### src/rtl/scw_pkg.sv
`timescale 1ns / 1ps
// ----------------------------------------------------------------------------
// scw_pkg: shared types and constants of the stack capture window
// Register indexes, reset values, window mode codes and the configuration
// bundle handed from the register file to the datapath.
// ----------------------------------------------------------------------------
package scw_pkg;

  localparam int unsigned CFG_IDX_W  = 3;
  localparam int unsigned CFG_DATA_W = 32;

  // register indexes on the configuration port
  localparam logic [CFG_IDX_W-1:0] REG_MODE      = 3'd0;
  localparam logic [CFG_IDX_W-1:0] REG_ABOVE     = 3'd1;
  localparam logic [CFG_IDX_W-1:0] REG_BELOW     = 3'd2;
  localparam logic [CFG_IDX_W-1:0] REG_LIMIT     = 3'd3;
  localparam logic [CFG_IDX_W-1:0] REG_PTR_WIDTH = 3'd4;

  // window modes; any code above fixed selects stack plus frame
  localparam logic [1:0] MODE_NONE  = 2'd0;
  localparam logic [1:0] MODE_FIXED = 2'd1;

  localparam logic [4:0] PTR_WIDTH_RST = 5'd8;

  // register stages from input to output register
  localparam int unsigned NUM_STAGES = 10;

  typedef struct packed {
    logic [1:0]  mode;
    logic [31:0] above;
    logic [31:0] below;
    logic [31:0] limit;
    logic [4:0]  ptr_width;
  } scw_cfg_t;

endpackage

### src/rtl/scw_cfg_regs.sv
`timescale 1ns / 1ps
// ----------------------------------------------------------------------------
// scw_cfg_regs: configuration register file
// Write-only registers selected by index; unknown indexes are dropped.
// ----------------------------------------------------------------------------
module scw_cfg_regs (
  input  logic                                clk_i,
  input  logic                                rst_ni,
  input  logic                                cfg_we_i,
  input  logic [scw_pkg::CFG_IDX_W-1:0]       cfg_idx_i,
  input  logic [scw_pkg::CFG_DATA_W-1:0]      cfg_wdata_i,
  output scw_pkg::scw_cfg_t                   cfg_o
);
  import scw_pkg::*;

  scw_cfg_t cfg_q;

  always_ff @(posedge clk_i or negedge rst_ni) begin
    if (!rst_ni) begin
      cfg_q.mode      <= MODE_NONE;
      cfg_q.above     <= '0;
      cfg_q.below     <= '0;
      cfg_q.limit     <= '0;
      cfg_q.ptr_width <= PTR_WIDTH_RST;
    end else if (cfg_we_i) begin
      case (cfg_idx_i)
        REG_MODE:      cfg_q.mode      <= cfg_wdata_i[1:0];
        REG_ABOVE:     cfg_q.above     <= cfg_wdata_i;
        REG_BELOW:     cfg_q.below     <= cfg_wdata_i;
        REG_LIMIT:     cfg_q.limit     <= cfg_wdata_i;
        REG_PTR_WIDTH: cfg_q.ptr_width <= cfg_wdata_i[4:0];
        default: ;
      endcase
    end
  end

  assign cfg_o = cfg_q;

endmodule

### src/rtl/scw_pipe_ctrl.sv
`timescale 1ns / 1ps
// ----------------------------------------------------------------------------
// scw_pipe_ctrl: valid bits and load enables of the datapath stages
// A stage loads when it is empty or when the stage after it moves on,
// so bubbles close up and a stall loses nothing.
// ----------------------------------------------------------------------------
module scw_pipe_ctrl #(
  parameter int unsigned Stages = scw_pkg::NUM_STAGES
) (
  input  logic              clk_i,
  input  logic              rst_ni,
  input  logic              in_valid_i,
  input  logic              out_stall_i,
  output logic [Stages-1:0] ld_o,
  output logic [Stages-1:0] valid_o
);
  import scw_pkg::*;

  logic [Stages-1:0] v_q;
  logic [Stages-1:0] v_d;
  logic [Stages-1:0] ld;
  logic [Stages-1:0] prev;

  always_comb begin
    ld[Stages-1] = !v_q[Stages-1] || !out_stall_i;
    for (int k = int'(Stages) - 2; k >= 0; k--) begin
      ld[k] = !v_q[k] || ld[k+1];
    end
  end

  assign prev = {v_q[Stages-2:0], in_valid_i};
  assign v_d  = (ld & prev) | (~ld & v_q);

  always_ff @(posedge clk_i or negedge rst_ni) begin
    if (!rst_ni) begin
      v_q <= '0;
    end else begin
      v_q <= v_d;
    end
  end

  assign ld_o    = ld;
  assign valid_o = v_q;

endmodule

### src/rtl/stack_capture_window.sv
`timescale 1ns / 1ps
// ----------------------------------------------------------------------------
// stack_capture_window: capture segments around stack and frame pointers
// Turns one register snapshot into up to two merged memory segments to
// capture: a trimmed window around the stack pointer and, in frame mode,
// a two-pointer window at the frame pointer.
// ----------------------------------------------------------------------------
//
//   channel  direction  handshake                 word
//   -------  ---------  ------------------------  ---------------------------
//   in       input      in_valid_i / in_stall_o   sp, fp and readable flags
//   out      output     out_valid_o / out_stall_i segment count, two segments,
//                                                 frame missing flag
//   cfg      input      cfg_we_i                  index + 32-bit data
//
// Ten register stages, the last one being the output register. A word
// enters every cycle while the input is not stalled. Each stage holds
// one wide add or compare plus selection. Reset clears the valid bits and
// the configuration registers; stage payloads are not reset. A stall at the
// output holds only the stages that are full behind it, so empty stages
// keep filling and the input accepts words until the pipeline is full.
// ----------------------------------------------------------------------------
module stack_capture_window (
  input  logic                           clk_i,
  input  logic                           rst_ni,
  // configuration
  input  logic                           cfg_we_i,
  input  logic [scw_pkg::CFG_IDX_W-1:0]  cfg_idx_i,
  input  logic [scw_pkg::CFG_DATA_W-1:0] cfg_wdata_i,
  // snapshot in
  input  logic                           in_valid_i,
  output logic                           in_stall_o,
  input  logic [63:0]                    sp_value_i,
  input  logic                           sp_readable_i,
  input  logic [63:0]                    fp_value_i,
  input  logic                           fp_readable_i,
  // segments out
  output logic                           out_valid_o,
  input  logic                           out_stall_i,
  output logic [1:0]                     segment_count_o,
  output logic [63:0]                    first_base_o,
  output logic [63:0]                    first_size_o,
  output logic [63:0]                    second_base_o,
  output logic [63:0]                    second_size_o,
  output logic                           frame_window_missing_o
);
  import scw_pkg::*;

  scw_cfg_t              cfg;
  logic [NUM_STAGES-1:0] ld;
  logic [NUM_STAGES-1:0] vld;

  // ---------------- stage 1: stack window and raw segment ends ------------
  logic [31:0] bl_c;
  logic [63:0] base_c;
  logic [32:0] wsz_c;
  logic [64:0] aesum_c;
  logic [5:0]  fpsz_c;
  logic [64:0] besum_c;
  logic        frame_c, kill_c, fpv_c;

  logic        kill1_q, frame1_q, fpv1_q;
  logic [63:0] base1_q, ae1_q, fp1_q, be1_q;
  logic [31:0] bl1_q;
  logic [32:0] wsz1_q;
  logic [5:0]  fpsz1_q;

  // ---------------- stage 2: overlap bounds, budget after frame -----------
  logic [63:0] s_c, e_c;
  logic [31:0] avail_c;

  logic        kill2_q, frame2_q, fpv2_q;
  logic [63:0] base2_q, fp2_q, be2_q, s2_q, e2_q;
  logic [31:0] bl2_q, avail2_q;
  logic [32:0] wsz2_q;
  logic [5:0]  fpsz2_q;

  // ---------------- stage 3: overlap length -------------------------------
  logic [63:0] ovdiff_c;
  logic [5:0]  ov_c;

  logic        kill3_q, frame3_q, fpv3_q;
  logic [63:0] base3_q, fp3_q, be3_q;
  logic [31:0] bl3_q, avail3_q;
  logic [32:0] wsz3_q;
  logic [5:0]  fpsz3_q, ov3_q;

  // ---------------- stage 4: effective limit ------------------------------
  logic [32:0] limsum_c, limit_c;
  logic        uselim_c;

  logic        kill4_q, frame4_q, fpv4_q;
  logic [63:0] base4_q, fp4_q, be4_q;
  logic [31:0] bl4_q;
  logic [32:0] wsz4_q, limit4_q;
  logic [5:0]  fpsz4_q;

  // ---------------- stage 5: trim decision --------------------------------
  logic        dotrim_c;
  logic [32:0] tsize_c;
  logic [31:0] delta_c;

  logic        kill5_q, frame5_q, fpv5_q;
  logic [63:0] base5_q, fp5_q, be5_q;
  logic [32:0] tsize5_q;
  logic [31:0] delta5_q;
  logic [5:0]  fpsz5_q;

  // ---------------- stage 6: trimmed base ---------------------------------
  logic        kill6_q, frame6_q, fpv6_q;
  logic [63:0] tbase6_q, fp6_q, be6_q;
  logic [32:0] tsize6_q;
  logic [5:0]  fpsz6_q;

  // ---------------- stage 7: trimmed end ----------------------------------
  logic [64:0] endsum_c;

  logic        kill7_q, frame7_q, fpv7_q;
  logic [63:0] tbase7_q, enda7_q, fp7_q, be7_q;
  logic [32:0] tsize7_q;
  logic [5:0]  fpsz7_q;

  // ---------------- stage 8: sort by base ---------------------------------
  logic        aval_c, swap_c;
  logic [32:0] fps_c;

  logic        kill8_q, frame8_q, fpv8_q;
  logic [1:0]  cnt8_q;
  logic [63:0] b08_q, e08_q, b18_q, e18_q;
  logic [32:0] s08_q, s18_q;

  // ---------------- stage 9: merge test -----------------------------------
  logic        kill9_q, miss9_q, sep9_q;
  logic [1:0]  cnt9_q;
  logic [63:0] b09_q, b19_q, emax9_q;
  logic [32:0] s09_q, s19_q;

  // ---------------- stage 10: output register -----------------------------
  logic [1:0]  cnt_d, cnt_q;
  logic [63:0] fb_d, fs_d, sb_d, ss_d;
  logic [63:0] fb_q, fs_q, sb_q, ss_q;
  logic        miss_d, miss_q;

  scw_cfg_regs u_cfg_regs (
    .clk_i       (clk_i),
    .rst_ni      (rst_ni),
    .cfg_we_i    (cfg_we_i),
    .cfg_idx_i   (cfg_idx_i),
    .cfg_wdata_i (cfg_wdata_i),
    .cfg_o       (cfg)
  );

  scw_pipe_ctrl #(
    .Stages (NUM_STAGES)
  ) u_pipe_ctrl (
    .clk_i       (clk_i),
    .rst_ni      (rst_ni),
    .in_valid_i  (in_valid_i),
    .out_stall_i (out_stall_i),
    .ld_o        (ld),
    .valid_o     (vld)
  );

  assign in_stall_o  = !ld[0];
  assign out_valid_o = vld[NUM_STAGES-1];

  // Stage 1: clamp the below part at address zero. The window end is
  // sp + above in every case, so saturate that sum directly.
  assign frame_c = (cfg.mode != MODE_NONE) && (cfg.mode != MODE_FIXED);
  assign kill_c  = (cfg.mode == MODE_NONE) || !sp_readable_i || (sp_value_i == '0);
  assign fpv_c   = frame_c && fp_readable_i && (fp_value_i != '0) &&
                   (cfg.ptr_width != '0);
  assign bl_c    = (sp_value_i < {32'b0, cfg.below}) ? sp_value_i[31:0]
                                                     : cfg.below;
  assign base_c  = sp_value_i - {32'b0, bl_c};
  assign wsz_c   = {1'b0, bl_c} + {1'b0, cfg.above};
  assign aesum_c = {1'b0, sp_value_i} + {33'b0, cfg.above};
  assign fpsz_c  = {cfg.ptr_width, 1'b0};
  assign besum_c = {1'b0, fp_value_i} + {59'b0, fpsz_c};

  always_ff @(posedge clk_i) begin
    if (ld[0]) begin
      kill1_q  <= kill_c;
      frame1_q <= frame_c;
      fpv1_q   <= fpv_c;
      base1_q  <= base_c;
      bl1_q    <= bl_c;
      wsz1_q   <= wsz_c;
      ae1_q    <= aesum_c[64] ? '1 : aesum_c[63:0];
      fp1_q    <= fp_value_i;
      fpsz1_q  <= fpsz_c;
      be1_q    <= besum_c[64] ? '1 : besum_c[63:0];
    end
  end

  // Stage 2: overlap runs from the larger base to the smaller end; the
  // frame window comes out of the byte budget first.
  assign s_c     = (base1_q > fp1_q) ? base1_q : fp1_q;
  assign e_c     = (ae1_q < be1_q) ? ae1_q : be1_q;
  assign avail_c = (cfg.limit > {26'b0, fpsz1_q}) ?
                   cfg.limit - {26'b0, fpsz1_q} : '0;

  always_ff @(posedge clk_i) begin
    if (ld[1]) begin
      kill2_q  <= kill1_q;
      frame2_q <= frame1_q;
      fpv2_q   <= fpv1_q;
      base2_q  <= base1_q;
      bl2_q    <= bl1_q;
      wsz2_q   <= wsz1_q;
      fp2_q    <= fp1_q;
      fpsz2_q  <= fpsz1_q;
      be2_q    <= be1_q;
      s2_q     <= s_c;
      e2_q     <= e_c;
      avail2_q <= avail_c;
    end
  end

  // Stage 3: overlap never exceeds the frame window, so six bits hold it
  // whenever the frame window is valid.
  assign ovdiff_c = e2_q - s2_q;
  assign ov_c     = (s2_q >= e2_q) ? 6'd0 : ovdiff_c[5:0];

  always_ff @(posedge clk_i) begin
    if (ld[2]) begin
      kill3_q  <= kill2_q;
      frame3_q <= frame2_q;
      fpv3_q   <= fpv2_q;
      base3_q  <= base2_q;
      bl3_q    <= bl2_q;
      wsz3_q   <= wsz2_q;
      fp3_q    <= fp2_q;
      fpsz3_q  <= fpsz2_q;
      be3_q    <= be2_q;
      avail3_q <= avail2_q;
      ov3_q    <= ov_c;
    end
  end

  // Stage 4: no limit when the total is zero; else the frame-adjusted limit
  // only if the frame window is valid and the stack window exceeds it.
  assign limsum_c = {1'b0, avail3_q} + {27'b0, ov3_q};
  assign uselim_c = fpv3_q && (wsz3_q > limsum_c);
  assign limit_c  = (cfg.limit == '0) ? '0 :
                    uselim_c ? limsum_c : {1'b0, cfg.limit};

  always_ff @(posedge clk_i) begin
    if (ld[3]) begin
      kill4_q  <= kill3_q;
      frame4_q <= frame3_q;
      fpv4_q   <= fpv3_q;
      base4_q  <= base3_q;
      bl4_q    <= bl3_q;
      wsz4_q   <= wsz3_q;
      fp4_q    <= fp3_q;
      fpsz4_q  <= fpsz3_q;
      be4_q    <= be3_q;
      limit4_q <= limit_c;
    end
  end

  // Stage 5: trimming drops the above part first, so a trimmed window is
  // exactly limit bytes and keeps min(below, limit) under the pointer.
  // The base moves up by what was cut from below.
  assign dotrim_c = (wsz4_q != '0) && (limit4_q != '0) && (wsz4_q > limit4_q);
  assign tsize_c  = dotrim_c ? limit4_q : wsz4_q;
  assign delta_c  = (dotrim_c && ({1'b0, bl4_q} > limit4_q)) ?
                    bl4_q - limit4_q[31:0] : '0;

  always_ff @(posedge clk_i) begin
    if (ld[4]) begin
      kill5_q  <= kill4_q;
      frame5_q <= frame4_q;
      fpv5_q   <= fpv4_q;
      base5_q  <= base4_q;
      tsize5_q <= tsize_c;
      delta5_q <= delta_c;
      fp5_q    <= fp4_q;
      fpsz5_q  <= fpsz4_q;
      be5_q    <= be4_q;
    end
  end

  // Stage 6: advance the base
  always_ff @(posedge clk_i) begin
    if (ld[5]) begin
      kill6_q  <= kill5_q;
      frame6_q <= frame5_q;
      fpv6_q   <= fpv5_q;
      tbase6_q <= base5_q + {32'b0, delta5_q};
      tsize6_q <= tsize5_q;
      fp6_q    <= fp5_q;
      fpsz6_q  <= fpsz5_q;
      be6_q    <= be5_q;
    end
  end

  // Stage 7: saturated end of the trimmed stack window
  assign endsum_c = {1'b0, tbase6_q} + {32'b0, tsize6_q};

  always_ff @(posedge clk_i) begin
    if (ld[6]) begin
      kill7_q  <= kill6_q;
      frame7_q <= frame6_q;
      fpv7_q   <= fpv6_q;
      tbase7_q <= tbase6_q;
      tsize7_q <= tsize6_q;
      enda7_q  <= endsum_c[64] ? '1 : endsum_c[63:0];
      fp7_q    <= fp6_q;
      fpsz7_q  <= fpsz6_q;
      be7_q    <= be6_q;
    end
  end

  // Stage 8: put the lower segment in slot 0. With a single segment it
  // lands in slot 0 as well.
  assign aval_c = (tsize7_q != '0);
  assign swap_c = fpv7_q && (!aval_c || (fp7_q < tbase7_q));
  assign fps_c  = {27'b0, fpsz7_q};

  always_ff @(posedge clk_i) begin
    if (ld[7]) begin
      kill8_q  <= kill7_q;
      frame8_q <= frame7_q;
      fpv8_q   <= fpv7_q;
      cnt8_q   <= {1'b0, aval_c} + {1'b0, fpv7_q};
      b08_q    <= swap_c ? fp7_q    : tbase7_q;
      s08_q    <= swap_c ? fps_c    : tsize7_q;
      e08_q    <= swap_c ? be7_q    : enda7_q;
      b18_q    <= swap_c ? tbase7_q : fp7_q;
      s18_q    <= swap_c ? tsize7_q : fps_c;
      e18_q    <= swap_c ? enda7_q  : be7_q;
    end
  end

  // Stage 9: separate only when the upper base lies past the lower end
  always_ff @(posedge clk_i) begin
    if (ld[8]) begin
      kill9_q <= kill8_q;
      miss9_q <= frame8_q && !fpv8_q;
      cnt9_q  <= cnt8_q;
      b09_q   <= b08_q;
      s09_q   <= s08_q;
      b19_q   <= b18_q;
      s19_q   <= s18_q;
      sep9_q  <= b18_q > e08_q;
      emax9_q <= (e08_q > e18_q) ? e08_q : e18_q;
    end
  end

  // Stage 10: format the word; unused segment fields read as zero
  always_comb begin
    cnt_d  = 2'd0;
    fb_d   = '0;
    fs_d   = '0;
    sb_d   = '0;
    ss_d   = '0;
    miss_d = 1'b0;
    if (!kill9_q) begin
      miss_d = miss9_q;
      if (cnt9_q == 2'd2) begin
        if (sep9_q) begin
          cnt_d = 2'd2;
          fb_d  = b09_q;
          fs_d  = {31'b0, s09_q};
          sb_d  = b19_q;
          ss_d  = {31'b0, s19_q};
        end else begin
          cnt_d = 2'd1;
          fb_d  = b09_q;
          fs_d  = emax9_q - b09_q;
        end
      end else if (cnt9_q == 2'd1) begin
        cnt_d = 2'd1;
        fb_d  = b09_q;
        fs_d  = {31'b0, s09_q};
      end
    end
  end

  always_ff @(posedge clk_i) begin
    if (ld[9]) begin
      cnt_q  <= cnt_d;
      fb_q   <= fb_d;
      fs_q   <= fs_d;
      sb_q   <= sb_d;
      ss_q   <= ss_d;
      miss_q <= miss_d;
    end
  end

  assign segment_count_o        = cnt_q;
  assign first_base_o           = fb_q;
  assign first_size_o           = fs_q;
  assign second_base_o          = sb_q;
  assign second_size_o          = ss_q;
  assign frame_window_missing_o = miss_q;

endmodule

### config.mk
export PLATFORM = sky130hd
export DESIGN_NAME = stack_capture_window
export DESIGN_NICKNAME = d
export VERILOG_FILES = /design/src/rtl/scw_pkg.sv /design/src/rtl/scw_cfg_regs.sv /design/src/rtl/scw_pipe_ctrl.sv /design/src/rtl/stack_capture_window.sv
export SDC_FILE = /design/constraint.sdc
export NUM_CORES = 2
export LEC_CHECK = 0
export BUFFER_PORTS_ARGS = -buffer_cell sky130_fd_sc_hd__buf_2
export CORE_UTILIZATION = 60
export CTS_BUF_LIST = sky130_fd_sc_hd__clkbuf_4 sky130_fd_sc_hd__clkbuf_8 sky130_fd_sc_hd__clkbuf_16
export DETAILED_ROUTE_END_ITERATION = 7
export PLACE_DENSITY = 0.77
export SYNTH_ARGS = -nofsm -noshare
export SYNTH_HDL_FRONTEND = slang
export SYNTH_SLANG_ARGS = --single-unit
### constraint.sdc
create_clock -name clk_i -period 36.4 [get_ports clk_i]
set_input_delay 3.64 -clock clk_i [delete_from_list [all_inputs] [get_ports clk_i]]
set_output_delay 3.64 -clock clk_i [all_outputs]
set_load 0.03 [all_outputs]
# ---- Word level (Yosys, flattened, before mapping)
# Cells that the tools add are included.
dict set report totals {
  ff_bits 3112
  word_cells 219
}
dict set report op_classes {
  add_sub_neg 12
  magnitude_cmp 11
  eq_ne 7
  mux 20
  bitwise_logic 7
  n_reduce_logical 56
}
# op n
set op_table {}
lappend op_table {{$mux W64} 11}
lappend op_table {{$gt A64 B64 Y1} 3}
lappend op_table {{$lt A64 B64 Y1} 2}
lappend op_table {{$reduce_bool A33 Y1} 3}
lappend op_table {{$gt A33 B33 Y1} 2}
lappend op_table {{$mux W33} 2}
lappend op_table {{$add A64 B32 Y65} 1}
lappend op_table {{$add A64 B33 Y65} 1}
lappend op_table {{$add A64 B6 Y65} 1}
lappend op_table {{$add A64 B32 Y64} 1}
lappend op_table {{$ge A64 B64 Y1} 1}
lappend op_table {{$logic_not A64 Y1} 1}
lappend op_table {{$lt A64 B32 Y1} 1}
lappend op_table {{$mux W32} 2}
lappend op_table {{$reduce_bool A64 Y1} 1}
lappend op_table {{$sub A64 B32 Y64} 1}
lappend op_table {{$sub A64 B64 Y64} 1}
lappend op_table {{$add A32 B32 Y33} 1}
lappend op_table {{$add A32 B6 Y33} 1}
lappend op_table {{$gt A32 B33 Y1} 1}
lappend op_table {{$gt A32 B6 Y1} 1}
lappend op_table {{$logic_not A32 Y1} 1}
lappend op_table {{$sub A32 B32 Y32} 1}
lappend op_table {{$sub A32 B6 Y32} 1}
lappend op_table {{25 further kinds} 71}

# ---- Longest topological paths before layout
dict set report logic_depth {
  ltp_word 14
  ltp_mapped 27
  mapped_depth_nobuf 25
}

# ---- Hierarchy
# Synthesis repeated with hierarchy kept, for this count alone.
dict set report hier_totals {
  cells_unflattened 9599
  hier_area_um2 137330.5
}
# module instances cells_per_inst area_per_inst_um2 seq_area_each_um2
set modules_own_cells {}
lappend modules_own_cells {stack_capture_window 1 9339 132741.1 89125.5}
lappend modules_own_cells {scw_cfg_regs 1 222 4149.0 2578.7}
lappend modules_own_cells {scw_pipe_ctrl 1 38 440.4 250.2}

# ---- Worst setup path after synthesis
# No wires, ideal clock.
dict set report synth_path {
  kind {input-to-output}
  start {in out_stall_i}
  end {out in_stall_o}
  arrival_ns 26.190
  t_required_ns 32.760
  slack_ns 6.570
  stages 6
  cell_sequence {and3_1 -> and3_1 -> nand4_1 -> nor2_1 -> nand3_1 -> inv_1}
}
dict set report synth_via {
  elab_chain_len 12
}
# item line_no
set synth_rtl {}
lappend synth_rtl {{from (decl)} stack_capture_window.sv:39} ;# input logic out_stall_i,
lappend synth_rtl {{$logic_not A1 Y1} scw_pipe_ctrl.sv:25} ;# ld[Stages-1] = !v_q[Stages-1] || !out_stall_i;
lappend synth_rtl {{$logic_or A1 B1 Y1} scw_pipe_ctrl.sv:25}
lappend synth_rtl {{$logic_or A1 B1 Y1 (9 in series)} scw_pipe_ctrl.sv:27} ;# ld[k] = !v_q[k] || ld[k+1];
lappend synth_rtl {{$logic_not A1 Y1} stack_capture_window.sv:164} ;# assign in_stall_o = !ld[0];
lappend synth_rtl {{to (decl)} stack_capture_window.sv:32} ;# output logic in_stall_o,
# No other way between the ends.

# ---- Worst setup path after layout
# Same ends and word-level chain as after synthesis.

==> flow_metrics.env <==
export IMPL_status="finished, final reports clean"
export IMPL_avgSynthCellArea_sq_um=14.7
export IMPL_setup_viol=0
export IMPL_post_route_period_util_pct=28.5
export IMPL_core_area_sq_um=223000
export IMPL_yosysWarnings=0
export IMPL_crit_type="input port to output pin"
export IMPL_period_minus_slack_ns=10.36
export IMPL_numPortBuffers=399
export IMPL_rrSetupSlack_ns=29.45
export IMPL_num_io_pins=431
export IMPL_r2r_cells=13
export IMPL_setup_tns_ns=0
export IMPL_place_gp_congestion=0.967
export IMPL_synth_top_cell_by_area="edfxtp_1"
export IMPL_cp_max_fo=44
export IMPL_cp_top_family="simple AND/OR/NAND/NOR gates"
export IMPL_drt_iter0_drc=9074
export IMPL_finalClockSkew_ns=0.0735
export IMPL_finalHoldWorstSlack_ns=0.376
export IMPL_detail_route_antenna_nets=0
export IMPL_postCtsHoldBufs=0
export IMPL_cpMaxStageDelayCell="nor2_1"
export IMPL_wire_per_inst_um=26.0
export IMPL_power_leakage_nw=61.6
export IMPL_grt_overflow=0
export IMPL_syn_area_sq_um=135000
export IMPL_synth_top_cell_area_share_pct=66.1
export IMPL_grtUsageTotal_pct=29.3
export IMPL_power_mw=13.6
export IMPL_required_ns=32.76
export IMPL_async_flop_share_pct=3.67
export IMPL_setup_ws_ns=26.04
export IMPL_antenna_found_initial=58
export IMPL_syn2layout_area_growth_pct=11.8
export IMPL_worstPathArrival_ns=6.72
export IMPL_die_w_um=476
export IMPL_design_area_sq_um=151000
export IMPL_hold_viol=0
export IMPL_synth_sequential_area_ratio_pct=68.2
export IMPL_clockBufferDepth=4
export IMPL_rows=173
export IMPL_rr_endpoint="b08_q[43]$_DFFE_PP_"
export IMPL_cts_buffers=318
export IMPL_cts_setup_buffers=0
export IMPL_cts_htree_levels=5
export IMPL_maxCapViolations=0
export IMPL_grt_setup_unrepaired="no"
export IMPL_fp_dieArea_sq_um=227000
export IMPL_slew_violations=0
export IMPL_path_depth=9
export IMPL_ys_types=91
export IMPL_vias_per_cell=6.01
export IMPL_cp_startpoint="out_stall_i"
export IMPL_postSynthCellCount=9146
export IMPL_layout_cells_non_filler=12900
export IMPL_largest_reg_flops=103
export IMPL_dpl_cell_area_sq_um=140000
export IMPL_cp_slowest_stage_delay_ns=0.65
export IMPL_synth_edf_count=2968
export IMPL_timing_rr_start="fp7_q[46]$_DFFE_PP_"
export IMPL_post_place_cells=12400
export IMPL_insertion_delay_ns=0.96
export IMPL_cts_tree="built"
export IMPL_crit_chain="buf_2, and3_1, and3_1, nand4_1, buf_4, nor2_1, nand3_4, inv_1, buf_2"
export IMPL_nets=10700
export IMPL_hpwl_mm=249
export IMPL_grt_max_degree=178
export IMPL_ir_drop_uv=79.5
export IMPL_route_detailed_drc=0
export IMPL_cts_num_sinks=3081
export IMPL_hp_class="flop to flop"
export IMPL_pre_cts_ws_ns=26.03
export IMPL_power_per_cell_area_nw_per_um2=90.0
export IMPL_crit_end="in_stall_o"
export IMPL_drive_above_1_share_pct=15.6
export IMPL_wirelength_mm=337
export IMPL_cp_start_kind="input port"
export IMPL_fin_util_pct=67.7
export IMPL_die_y_um=476
export IMPL_synth_main_ff_cell="edfxtp_1"
export IMPL_start_util_pct=60.6
export IMPL_grt_first_pass_wirelength_mm=491
export IMPL_yosys_top_cells_area="edfxtp_1, ha_1, mux2_2"
export IMPL_critPathBufInv=4
export IMPL_dr_pass1_iters=8
export IMPL_cts_resized=0
export IMPL_cts_root_buf="clkbuf_16"
export IMPL_dr_total_vias=77800
export IMPL_maxSlewHeadroom_pct=19.7
export IMPL_grt_pass1_vias=76100
export IMPL_synth_seq_cells=3081
export IMPL_cp_end_kind="output pin"
export IMPL_clock_fmax_ghz=0.0965
export IMPL_worst_slew_pin_slew_ns=1.20
export IMPL_clk_pin_slew_worst_paths_ns=0.07
==> cells in the final DEF (no fill, tap or decap), drive strengths merged, types with 19 or more instances in the layout <==
cell type	Yosys	final
edfxtp	2968	2968
ha	757	757
inv	651	663
mux2	531	531
nand2	492	492
buf	87	468
clkbuf	159	394
a21oi	384	384
a21o	367	367
nor2	334	334
o21ai	306	306
xnor2	243	243
nand4	177	177
xor2	156	156
nor3	156	156
and2	148	148
nand3	146	146
mux2i	121	121
nor2b	118	118
dfrtp	112	112
clkinv	0	96
nor4	89	89
and3	80	80
nand2b	61	61
o21a	48	48
or3	48	48
o21bai	45	45
a31oi	41	41
a211oi	36	36
bufinv	0	33
o31ai	32	32
conb	1	31
o211ai	28	28
diode	0	23
a21boi	19	19
==> worst min path at each step <==
stage / end / slack (ns) / cells after the start / startpoint
after floorplan: avail3_q[0]$_DFFE_PN_ / 0.40 / 0 / avail2_q[0]$_SDFFCE_PP0N_
after global placement: base3_q[0]$_DFFE_PN_ / 0.40 / 0 / base2_q[0]$_DFFE_PN_
after detailed placement: avail3_q[11]$_DFFE_PN_ / 0.40 / 0 / avail2_q[11]$_SDFFCE_PP0N_
after CTS: fp3_q[37]$_DFFE_PN_ / 0.37 / 0 / fp2_q[37]$_DFFE_PN_
after global routing: fp3_q[37]$_DFFE_PN_ / 0.38 / 0 / fp2_q[37]$_DFFE_PN_
final: fp3_q[37]$_DFFE_PN_ / 0.38 / 0 / fp2_q[37]$_DFFE_PN_
==> final cells by class <==
type | instances | area (sq um)
sequential | 3081 | 92000
multi-input combinational | 5198 | 39600
timing repair buffer | 468 | 2580
fill | 14900 | 72000
tap | 2975 | 3720
clock buffer | 394 | 8680
antenna | 23 | 57.6
inverter | 651 | 2470
clock inverter | 159 | 1690
==> Yosys cell counts (all sizes together), types with 89 or more instances <==
cell,count
edfxtp,2968
ha,757
inv,651
mux2,531
nand2,492
a21oi,384
a21o,367
nor2,334
o21ai,306
xnor2,243
nand4,177
clkbuf,159
nor3,156
xor2,156
and2,148
nand3,146
mux2i,121
nor2b,118
dfrtp,112
nor4,89
==> cells by family (layout without fill, tap and decap cells) <==
kind of cell	after synthesis	in the layout	synth area share [%]
AO/OA/AOI/OAI	1421	1421	6.74
other	1	54	0.00278
AND/OR/NAND/NOR	1927	1927	7.25
multiplexers	652	652	5.41
adder cells (fa/ha/maj)	768	768	7.18
buffers and inverters	897	1672	2.65
XOR/XNOR	399	399	2.59
flip-flops	3081	3081	68.2
==> where the power goes <==
part	total [mW]	switching, mW	internal (mW)
clock	3.25	1.32	1.93
combinational	3.99	2.38	1.61
sequential	6.33	0.819	5.51
==> metal layers <==
layer	GRT usage, %	up-vias	routed length, um
met5	0	-	312
met4	10.9	50	12600
met3	5.38	630	28300
met2	43.9	3516	149000
met1	43.0	38100	146000
li1	-	35500	-
==> worst register-to-register path, delay by kind of cell, from the launching register on <==
| family | cells | cell delay (ns) |
|---|---|---|
| buffers and inverters | 4 | 3.41 |
| and+or+nand+nor | 4 | 1.07 |
| AOI/OAI and AO/OA | 3 | 0.78 |
| DFF | 1 | 0.51 |
| muxes | 1 | 0.51 |
| adders and majority gates | 1 | 0.36 |
(Power assumes the default switching activity.)
